==> config.mk <==
export PLATFORM = sky130hd
export DESIGN_NAME = time_to_tube_frame_serializer
export DESIGN_NICKNAME = d
export VERILOG_FILES = /design/src/tts_pkg.sv /design/src/time_to_tube_frame_serializer.sv /design/src/tts_frame_build.sv
export SDC_FILE = /design/constraint.sdc
export NUM_CORES = 1
export LEC_CHECK = 0
export BUFFER_PORTS_ARGS = -buffer_cell sky130_fd_sc_hd__buf_2
export CAP_MARGIN = 10
export CORE_AREA = 2 2 113 142
export CTS_BUF_LIST = sky130_fd_sc_hd__clkbuf_8
export CTS_CLUSTER_DIAMETER = 50
export DETAILED_ROUTE_END_ITERATION = 10
export DIE_AREA = 0 0 115 144
export GPL_TIMING_DRIVEN = 0
export PLACE_DENSITY = 0.74
export RECOVER_POWER = 25
export SLEW_MARGIN = 30
export SYNTH_ARGS = -nofsm -noshare
export SYNTH_HDL_FRONTEND = slang
export SYNTH_SLANG_ARGS = --single-unit
==> constraint.sdc <==
create_clock -name i_clk -period 11.1 [get_ports i_clk]
set_input_delay 0 -clock i_clk [delete_from_list [all_inputs] [get_ports i_clk]]
set_output_delay 0 -clock i_clk [all_outputs]
set_load 0.02 [all_outputs]
==> src/tts_pkg.sv <==
// Package: widths, digit split and tube position helpers for the tube frame serializer.
package tts_pkg;

    localparam int unsigned FIELD_W     = 7;
    localparam int unsigned DIGIT_W     = 4;
    localparam int unsigned FRAME_W     = 64;
    localparam int unsigned BYTE_W      = 8;
    localparam int unsigned FRAME_BYTES = FRAME_W / BYTE_W;
    localparam int unsigned CNT_W       = $clog2(FRAME_BYTES);
    localparam int unsigned POS_W       = 7;
    localparam int unsigned BIT_IDX_W   = $clog2(FRAME_W);
    localparam int unsigned S_TDATA_W   = ((3 * FIELD_W + 7) / 8) * 8;

    localparam logic [POS_W-1:0] BASE_SEC_ONES  = 7'd64;
    localparam logic [POS_W-1:0] BASE_SEC_TENS  = 7'd54;
    localparam logic [POS_W-1:0] BASE_MIN_ONES  = 7'd42;
    localparam logic [POS_W-1:0] BASE_MIN_TENS  = 7'd32;
    localparam logic [POS_W-1:0] BASE_HOUR_ONES = 7'd22;
    localparam logic [POS_W-1:0] BASE_HOUR_TENS = 7'd10;

    localparam logic [DIGIT_W-1:0] DIGIT_MAX = 4'd9;
    localparam logic [DIGIT_W-1:0] DIGIT_TEN = 4'd10;

    typedef logic [FIELD_W-1:0] t_field;
    typedef logic [DIGIT_W-1:0] t_digit;
    typedef logic [FRAME_W-1:0] t_frame;

    typedef struct packed {
        t_field hours;
        t_field minutes;
        t_field seconds;
    } t_time;

    // Tens digit via reciprocal multiply: floor(v * 205 / 2048) is exact for v < 1024.
    function automatic t_digit tens_of(input t_field v);
        logic [FIELD_W+7:0] p;
        p = {8'd0, v} * 15'd205;
        return p[14:11];
    endfunction

    function automatic t_digit ones_of(input t_field v);
        logic [FIELD_W-1:0] r;
        r = v - FIELD_W'({3'd0, tens_of(v)} * 7'd10);
        return r[DIGIT_W-1:0];
    endfunction

endpackage

==> src/time_to_tube_frame_serializer.sv <==
// Top level: registers time values, builds the tube frame and streams it out byte by byte.
// When idle, an input is registered, then its first frame byte is registered at the output.
// Eight output transactions per input, one per cycle while i_m_axis_tready is high; a new input
// is taken while the previous frame drains, so frames follow back to back.
// The rate is set by the single byte-wide output port.
// Reset (synchronous, active low) empties the input and output registers and the byte counter.
module time_to_tube_frame_serializer (
    input  logic                          i_clk,
    input  logic                          i_rst_n,
    input  logic                          i_s_axis_tvalid,
    output logic                          o_s_axis_tready,
    // [6:0] hours, [13:7] minutes, [20:14] seconds, [23:21] zero
    input  logic [tts_pkg::S_TDATA_W-1:0] i_s_axis_tdata,
    output logic                          o_m_axis_tvalid,
    input  logic                          i_m_axis_tready,
    // [7:0] frame_byte
    output logic [tts_pkg::BYTE_W-1:0]    o_m_axis_tdata,
    output logic                          o_m_axis_tlast
);

    logic                       r_in_valid, n_in_valid;
    tts_pkg::t_time             r_time;
    tts_pkg::t_frame            r_frame, n_frame;
    logic [tts_pkg::CNT_W-1:0]  r_cnt, n_cnt;
    logic                       r_o_valid, n_o_valid;
    logic [tts_pkg::BYTE_W-1:0] r_o_byte, n_o_byte;
    logic                       r_o_last, n_o_last;
    tts_pkg::t_frame            built;
    logic                       advance;
    logic                       consume;
    logic                       in_take;

    tts_frame_build u_build (
        .i_time  (r_time),
        .o_frame (built)
    );

    assign advance = !r_o_valid || i_m_axis_tready;
    assign consume = advance && (r_cnt == '0) && r_in_valid;
    assign o_s_axis_tready = !r_in_valid || consume;
    assign in_take = i_s_axis_tvalid && o_s_axis_tready;

    always_comb begin
        n_in_valid = r_in_valid;
        if (in_take) begin
            n_in_valid = 1'b1;
        end else if (consume) begin
            n_in_valid = 1'b0;
        end
    end

    always_comb begin
        n_frame   = r_frame;
        n_cnt     = r_cnt;
        n_o_valid = r_o_valid;
        n_o_byte  = r_o_byte;
        n_o_last  = r_o_last;
        if (advance) begin
            if (r_cnt != '0) begin
                n_o_valid = 1'b1;
                n_o_byte  = r_frame[tts_pkg::FRAME_W-1 -: tts_pkg::BYTE_W];
                n_o_last  = (r_cnt == tts_pkg::CNT_W'(1));
                n_frame   = r_frame << tts_pkg::BYTE_W;
                n_cnt     = r_cnt - tts_pkg::CNT_W'(1);
            end else if (r_in_valid) begin
                n_o_valid = 1'b1;
                n_o_byte  = built[tts_pkg::FRAME_W-1 -: tts_pkg::BYTE_W];
                n_o_last  = 1'b0;
                n_frame   = built << tts_pkg::BYTE_W;
                n_cnt     = tts_pkg::CNT_W'(tts_pkg::FRAME_BYTES - 1);
            end else begin
                n_o_valid = 1'b0;
            end
        end
    end

    always_ff @(posedge i_clk) begin
        if (!i_rst_n) begin
            r_in_valid <= 1'b0;
            r_cnt      <= '0;
            r_o_valid  <= 1'b0;
        end else begin
            r_in_valid <= n_in_valid;
            r_cnt      <= n_cnt;
            r_o_valid  <= n_o_valid;
        end
    end

    always_ff @(posedge i_clk) begin
        if (in_take) begin
            r_time.hours   <= i_s_axis_tdata[tts_pkg::FIELD_W-1:0];
            r_time.minutes <= i_s_axis_tdata[2*tts_pkg::FIELD_W-1:tts_pkg::FIELD_W];
            r_time.seconds <= i_s_axis_tdata[3*tts_pkg::FIELD_W-1:2*tts_pkg::FIELD_W];
        end
        r_frame  <= n_frame;
        r_o_byte <= n_o_byte;
        r_o_last <= n_o_last;
    end

    assign o_m_axis_tvalid = r_o_valid;
    assign o_m_axis_tdata  = r_o_byte;
    assign o_m_axis_tlast  = r_o_last;

endmodule

==> src/tts_frame_build.sv <==
// Frame builder: turns one time value into the 64-bit active-low tube frame.
module tts_frame_build (
    input  tts_pkg::t_time  i_time,
    output tts_pkg::t_frame o_frame
);

    function automatic tts_pkg::t_frame light(
        input tts_pkg::t_frame          img,
        input logic [tts_pkg::POS_W-1:0] base,
        input tts_pkg::t_digit          d
    );
        logic [tts_pkg::POS_W-1:0] pos;
        tts_pkg::t_frame           res;
        res = img;
        if (d <= tts_pkg::DIGIT_MAX) begin
            if (d == '0) begin
                pos = base;
            end else begin
                pos = base - {3'd0, tts_pkg::DIGIT_TEN} + {3'd0, d};
            end
            pos = pos - 7'd1;
            res[pos[tts_pkg::BIT_IDX_W-1:0]] = 1'b0;
        end
        return res;
    endfunction

    always_comb begin
        tts_pkg::t_frame img;
        img = '1;
        img = light(img, tts_pkg::BASE_SEC_ONES,  tts_pkg::ones_of(i_time.seconds));
        img = light(img, tts_pkg::BASE_SEC_TENS,  tts_pkg::tens_of(i_time.seconds));
        img = light(img, tts_pkg::BASE_MIN_ONES,  tts_pkg::ones_of(i_time.minutes));
        img = light(img, tts_pkg::BASE_MIN_TENS,  tts_pkg::tens_of(i_time.minutes));
        img = light(img, tts_pkg::BASE_HOUR_ONES, tts_pkg::ones_of(i_time.hours));
        img = light(img, tts_pkg::BASE_HOUR_TENS, tts_pkg::tens_of(i_time.hours));
        o_frame = img;
    end

endmodule

* After elaboration in Yosys (flattened, before gate mapping)
Cells that the tools add are included.
** Cells by class
- $add $sub $neg :: 15
- Multiplexer cells :: 42
- Eq/ne operators :: 1
- Order comparisons :: 18
- Multipliers :: 6
- Bitwise logic cells :: 11
- Reductions and logical operators :: 24
** Operators with widths (number)
- 64-bit 2-to-1 mux :: 8
- 64-bit NOT :: 6
- 64-bit AND :: 5
- 6-bit 2-to-1 mux :: 10
- 7-bit by 8-bit multiplier with 15-bit output (second input constant) :: 3
- 6-bit by 7-bit < comparator with 1-bit output (second input constant) :: 6
- 1-bit demux with 6-bit select :: 6
- 6-bit by 1-bit greater-or-equal comparator with 1-bit output (second input constant) :: 6
- 6-bit by 1-bit subtractor with 6-bit output (second input constant) :: 6
- 4-bit <= comparator (second input constant) :: 6
- 4-bit zero test :: 6
- 6-bit by 4-bit adder with 6-bit output (first input constant) :: 3
- 8-bit 2-to-1 mux :: 2
- 4-bit by 3-bit multiplier with 3-bit output (second input constant) :: 3
- 1-bit 2-to-1 mux :: 12
- 4-bit subtractor :: 3
- 1-bit logical AND :: 9
- 5-bit by 4-bit adder with 6-bit output (first input constant) :: 1
- 3-bit 2-to-1 mux :: 2
- 4-bit by 4-bit adder with 5-bit output (first input constant) :: 1
- 5-bit 2-to-1 mux :: 1
- 4-bit 2-to-1 mux :: 1
- 2-bit nonzero test :: 2
- 3-bit by 1-bit equality test with 1-bit output (second input constant) :: 1
- other kinds (6) :: 8
** Storage, ports and cells
- Flip-flop bits (word level) :: 91
- Word-level logic and storage cells :: 127
- Bits of input ports :: 28
- Output and inout bits :: 11

* Longest topological paths before layout
- Depth in word-level cells :: 25
- Depth in mapped cells :: 28
- Mapped depth without buffers :: 26

* Modules after synthesis
A second synthesis with hierarchy kept.
** Unflattened totals
- Cell total of the unflattened synthesis :: 1002
- Area total of the unflattened synthesis :: 9170.0 um^2
** Modules (own cells, without submodules)
- tts_frame_build :: sequential area each 0.0 um^2, cells each 695, instances 1, area an instance 5524.0 um^2
- time_to_tube_frame_serializer :: sequential area each 2682.6 um^2, cells each 307, instances 1, area an instance 3646.0 um^2

* Worst setup path before layout
Ideal clock, no wire load.
- Path kind :: register to register
- From :: register r_time[4] in the netlist's numbering
- To :: register r_frame[49], data pin
- Buffers on the path :: 1
- Cell stages (with the launch flop) :: 25
- Slack :: 4035 ps
- Clock period less this slack :: 7065 ps
- Arrival time :: 6808 ps
- Setup time :: 257 ps
- Data required time :: 10843 ps
- Cell sequence :: edfxtp_1 -> ha_1 -> fa_1 -> ha_1 -> inv_1 -> fa_1 -> inv_1 -> ha_1 -> a2111o_1 -> clkbuf_1 -> o21a_1 -> xnor2_1 -> inv_1 -> ha_1 -> fa_1 -> xnor2_1 -> xnor2_1 -> or3_1 -> nand2_1 -> o21ai_0 -> ha_1 -> nor2b_1 -> or4b_4 -> or3_1 -> a32o_1
** On the way
- Word-level cells in the longest chain between the ends :: 25
- Elaborated cells between the ends (all ways) :: 40
- Those cells by class :: add/sub (5); mul (2); order compare (6); mux (16); bitwise (7); reduce/logical (4)
** RTL lines
- start: declaration :: RTL line time_to_tube_frame_serializer.sv:22 : tts_pkg::t_time r_time;
- 7-bit by 8-bit multiplier with 15-bit output (*) :: RTL line tts_pkg.sv:37 : p = {8'd0, v} * 15'd205;
- 4-bit by 3-bit multiplier with 3-bit output :: RTL line tts_pkg.sv:43 : r = v - FIELD_W'({3'd0, tens_of(v)} * 7'd10);
- 4-bit subtractor :: RTL line tts_pkg.sv:43
- 6-bit by 4-bit adder with 6-bit output or 4-bit zero test (tied branches) :: RTL line tts_frame_build.sv:19, tts_frame_build.sv:16
- 6-bit 2-to-1 mux :: RTL line tts_frame_build.sv:16 : if (d == '0) begin
- 6-bit 2-to-1 mux :: RTL line tts_frame_build.sv:15 : if (d <= tts_pkg::DIGIT_MAX) begin
- 6-bit by 1-bit subtractor with 6-bit output :: RTL line tts_frame_build.sv:21 : pos = pos - 7'd1;
- 6-bit by 7-bit < comparator with 1-bit output (implied by the code) or 6-bit by 1-bit greater-or-equal comparator with 1-bit output (tied branches) :: RTL line tts_frame_build.sv:22 : res[pos[tts_pkg::BIT_IDX_W-1:0]] = 1'b0;
- [... 9 more ...]
- 64-bit AND (no source line)
- 64-bit 2-to-1 mux (*) :: RTL line tts_frame_build.sv:15
- 64-bit AND (no source line)
- 64-bit 2-to-1 mux (*) :: RTL line tts_frame_build.sv:15
- 64-bit AND (no source line)
- 64-bit 2-to-1 mux (*) :: RTL line tts_frame_build.sv:15
- 64-bit 2-to-1 mux (*) :: RTL line time_to_tube_frame_serializer.sv:65 : end else if (r_in_valid) begin
- 64-bit 2-to-1 mux (*) :: RTL line time_to_tube_frame_serializer.sv:59 : if (r_cnt != '0) begin
- end signal: assignment :: RTL line time_to_tube_frame_serializer.sv:95 : r_frame <= n_frame;
- end: declaration :: RTL line time_to_tube_frame_serializer.sv:23 : tts_pkg::t_frame r_frame, n_frame;
Mark *: on every way between the ends. The rest lies on a longest branch, timed or not. The select of a mux whose other input is x is not followed.
A chain may end at the register's enable or synchronous reset.

* Worst setup path after layout
- From :: register r_time[4] in the netlist's numbering
- To :: register r_frame[30], data pin
Same word-level chain as after synthesis.

==> results.py <==
metrics = {
    "outcome": {
        "outcome": "finished, final reports clean",
    },
    "critical_path": {
        "crit_required_ns": 11.31,
        "cp-end-kind": "flop",
        "cpMaxStageDelayCell": "xnor2_1",
        "crit_path_frequent_cell": "ha_1",
        "r2r_cells": 27,
        "reg2reg_slack_ns": 2.87,
        "worst_setup_path_start_kind": "flop",
        "arrival_ns": 8.44,
        "r2r_start": "r_time[4]",
        "r2r-end": "r_frame[30]",
        "worstPathMaxFanout": 10,
        "max_stage_delay_ns": 0.64,
        "worstSetupPathType": "reg2reg",
        "worstSetupStartpoint": "r_time[4]",
    },
    "clock_network": {
        "htreeDepth": 3,
        "clk_pin_slew_ns": 0.10,
        "cts_buffers": 9,
        "clock_path_buffers": 2,
        "clkLatencyLatePin_ns": 0.41,
        "cts_sinks": 91,
        "cts_tree": "built",
        "root_buffer": "clkbuf_8",
    },
    "routing": {
        "drt.antenna.violating_nets": 0,
        "drt-initial-drc-count": 794,
        "drc": 0,
        "wl_per_cell_um": 19.34,
        "vias": 8078,
        "drt-pass1-iter-count": 6,
        "viasPerCell": 6.499,
        "wirelength_um": 24040,
    },
    "synth": {
        "synth.ff_latch_count": 91,
        "synth_edf_count": 86,
        "netlist-cell-type-count": 75,
        "ys_async_sr_fraction_pct": 0,
        "syn_inst": 979,
        "yosysWarnings": 0,
        "ys.flop_type": "edfxtp_1",
        "syn_nets": 1151,
        "yosysSeqAreaShare_pct": 29.79,
        "syn_area_mm2": 0.009006,
        "avgSynthCellArea_um2": 9.199,
    },
    "job": {
        "cap_violations": 0,
    },
    "global_routing": {
        "antenna_found_initial": 0,
        "grt_max_degree": 22,
        "grt_pass1_vias": 7731,
        "grt_first_pass_wirelength_um": 38270,
        "grtUsageTotal_pct": 29.82,
        "grt_overflow": 0,
    },
    "cells_and_area": {
        "multi_input_area_mm2": 0.005861,
        "num-fill-cells": 1277,
        "nets": 1225,
        "n_antenna_cell": 0,
        "syn_to_final_growth_pct": 10.21,
        "drive_above_1_share_pct": 6.711,
        "register_area_mm2": 0.002683,
    },
    "placement": {
        "port_buffers": 35,
        "hpwlAfterDp_um": 18400,
        "globalplace.congestion": 1.018,
    },
    "floorplanning": {
        "start_util_pct": 58.81,
        "die_w_um": 115,
        "die_h_um": 144,
        "core_area_mm2": 0.01531,
        "die_area_mm2": 0.01656,
        "pin_count": 39,
        "num_rows": 51,
    },
    "sta": {
        "holdWs_ns": 0.2966,
        "tightest_slew_ns": 1.223,
        "skew_ns": 0.02516,
        "hold_viol_final": 0,
        "fmax_mhz": 121.5,
        "rsz0062_at_grt": "false",
        "drv_slew": 0,
        "period_needed_ns": 8.231,
        "setup_tns_ns": 0,
        "period_share_pct": 74.15,
        "slew_headroom_pct": 18.44,
        "finalSetupViolCount": 0,
    },
    "hold_path": {
        "hp-class": "in2reg",
        "min_from": "i_s_axis_tdata[12]",
        "hold_end": "r_time[12]",
        "hold_depth": 2,
    },
}
[flip-flops by register name (all words and copies together), names as in the netlist]
register,count
r_time,21
o_m_axis_tlast,1
o_m_axis_tvalid,1
r_frame,56
o_m_axis_tdata,8
r_cnt,3
r_in_valid,1
[worst max path at each step]
stage / end / slack, ns
2_1_floorplan: r_frame[49] / 4.04
3_3_place_gp: r_frame[30] / 2.93
3_5_place_dp: r_frame[30] / 2.94
4_1_cts: r_frame[30] / 2.91
5_1_grt: r_frame[28] / 2.13
6_report: r_frame[30] / 2.87
[worst max-delay path: cells and delay by family (launching register included)]
kind	cells	cell delay (ns)
fa+ha+maj	8	2.69
flops	1	0.48
buf+inv	5	1.07
compound gates	8	2.03
simple gates	3	0.51
xor+xnor	3	1.29
[layer usage]
layer | global-route usage (%) | wire [µm] | vias to the layer above | share of wire, %
met5 | 0 | 0 | - | 0
met4 | 13.38 | 1046 | 0 | 4.4
met3 | 3.604 | 1711 | 97 | 7.1
met2 | 52.94 | 11870 | 367 | 49
met1 | 36.07 | 9416 | 3790 | 39
li1 | - | - | 3824 | -
[cell families after synthesis]
family / synth area share, %
muxes: 1.181
and+or+nand+nor: 18.88
buffers and inverters: 5.154
xor gates and xnor gates: 3.334
DFF: 29.79
adders and majority gates: 22.26
AOI/OAI and AO/OA: 19.41
[Yosys cell counts, drive strengths merged, types with 5 or more instances]
cell,number,share of area (%)
a211o,6,0.58
a211oi,17,1.6
a21oi,38,2.1
a31oi,10,0.69
and2,9,0.63
and3,10,0.69
clkbuf,37,1.5
dfxtp,5,1.1
edfxtp,86,29
fa,27,6.0
ha,117,16
inv,81,3.4
mux2,5,0.63
mux2i,5,0.56
nand2,100,4.2
nand2b,14,0.97
nand3,23,1.3
nand3b,8,0.67
nand4,6,0.49
nor2,44,1.8
nor2b,9,0.63
nor3,51,2.8
nor3b,7,0.58
nor4,9,0.69
o2111ai,10,0.97
o211ai,11,0.92
o21a,7,0.58
o21ai,67,3.7
o221ai,10,0.97
o22ai,7,0.49
o31a,6,0.58
o31ai,12,1.0
o32ai,5,0.49
or2,10,0.69
or3,15,1.0
xnor2,15,1.5
xor2,9,0.88
[cells in the final DEF (no fill, tap or decap), drive strengths merged, types with 23 or more instances in the layout]
cell	Yosys	routed
edfxtp	86	86
nand2	100	100
o21ai	67	67
fa	27	27
buf	4	30
inv	81	84
nand3	23	23
nor3	51	51
dlygate4sd3	0	25
nor2	44	44
ha	117	117
clkbuf	37	59
a21oi	38	38
[cell type report]
type                    instances  area share [%]
multi-input cells             765           59.04
flip-flops and latches         91           27.03
repair buffers                 63           4.740
inverters                      82           3.101
well taps                     185           2.332
plain buffers                  41           1.576
clock buffers                  10           1.387
clock inverters                 6          0.7942
[metrics by stage]
step           std cells  setup WS, ns  cell area (µm²)  utilization [%]
4_1_cts             1243         2.906             9971            65.11
6_report            1243         2.869             9926            64.81
3_3_place_gp        1199         2.932             9413            61.46
5_1_grt             1243         2.134             9926            64.81
3_5_place_dp        1202         2.942             9504            62.06
2_1_floorplan        979         4.035             9006                -
[what timing repair did]
action                                 CTS  global route
setup buffers                            0             0
endpoints found under the hold margin   26             0
gates resized for setup                  0             0
hold buffers                            25             0
Power is not shown: default switching activity piles up to over one toggle a cycle in this logic, so the estimate is an artifact.
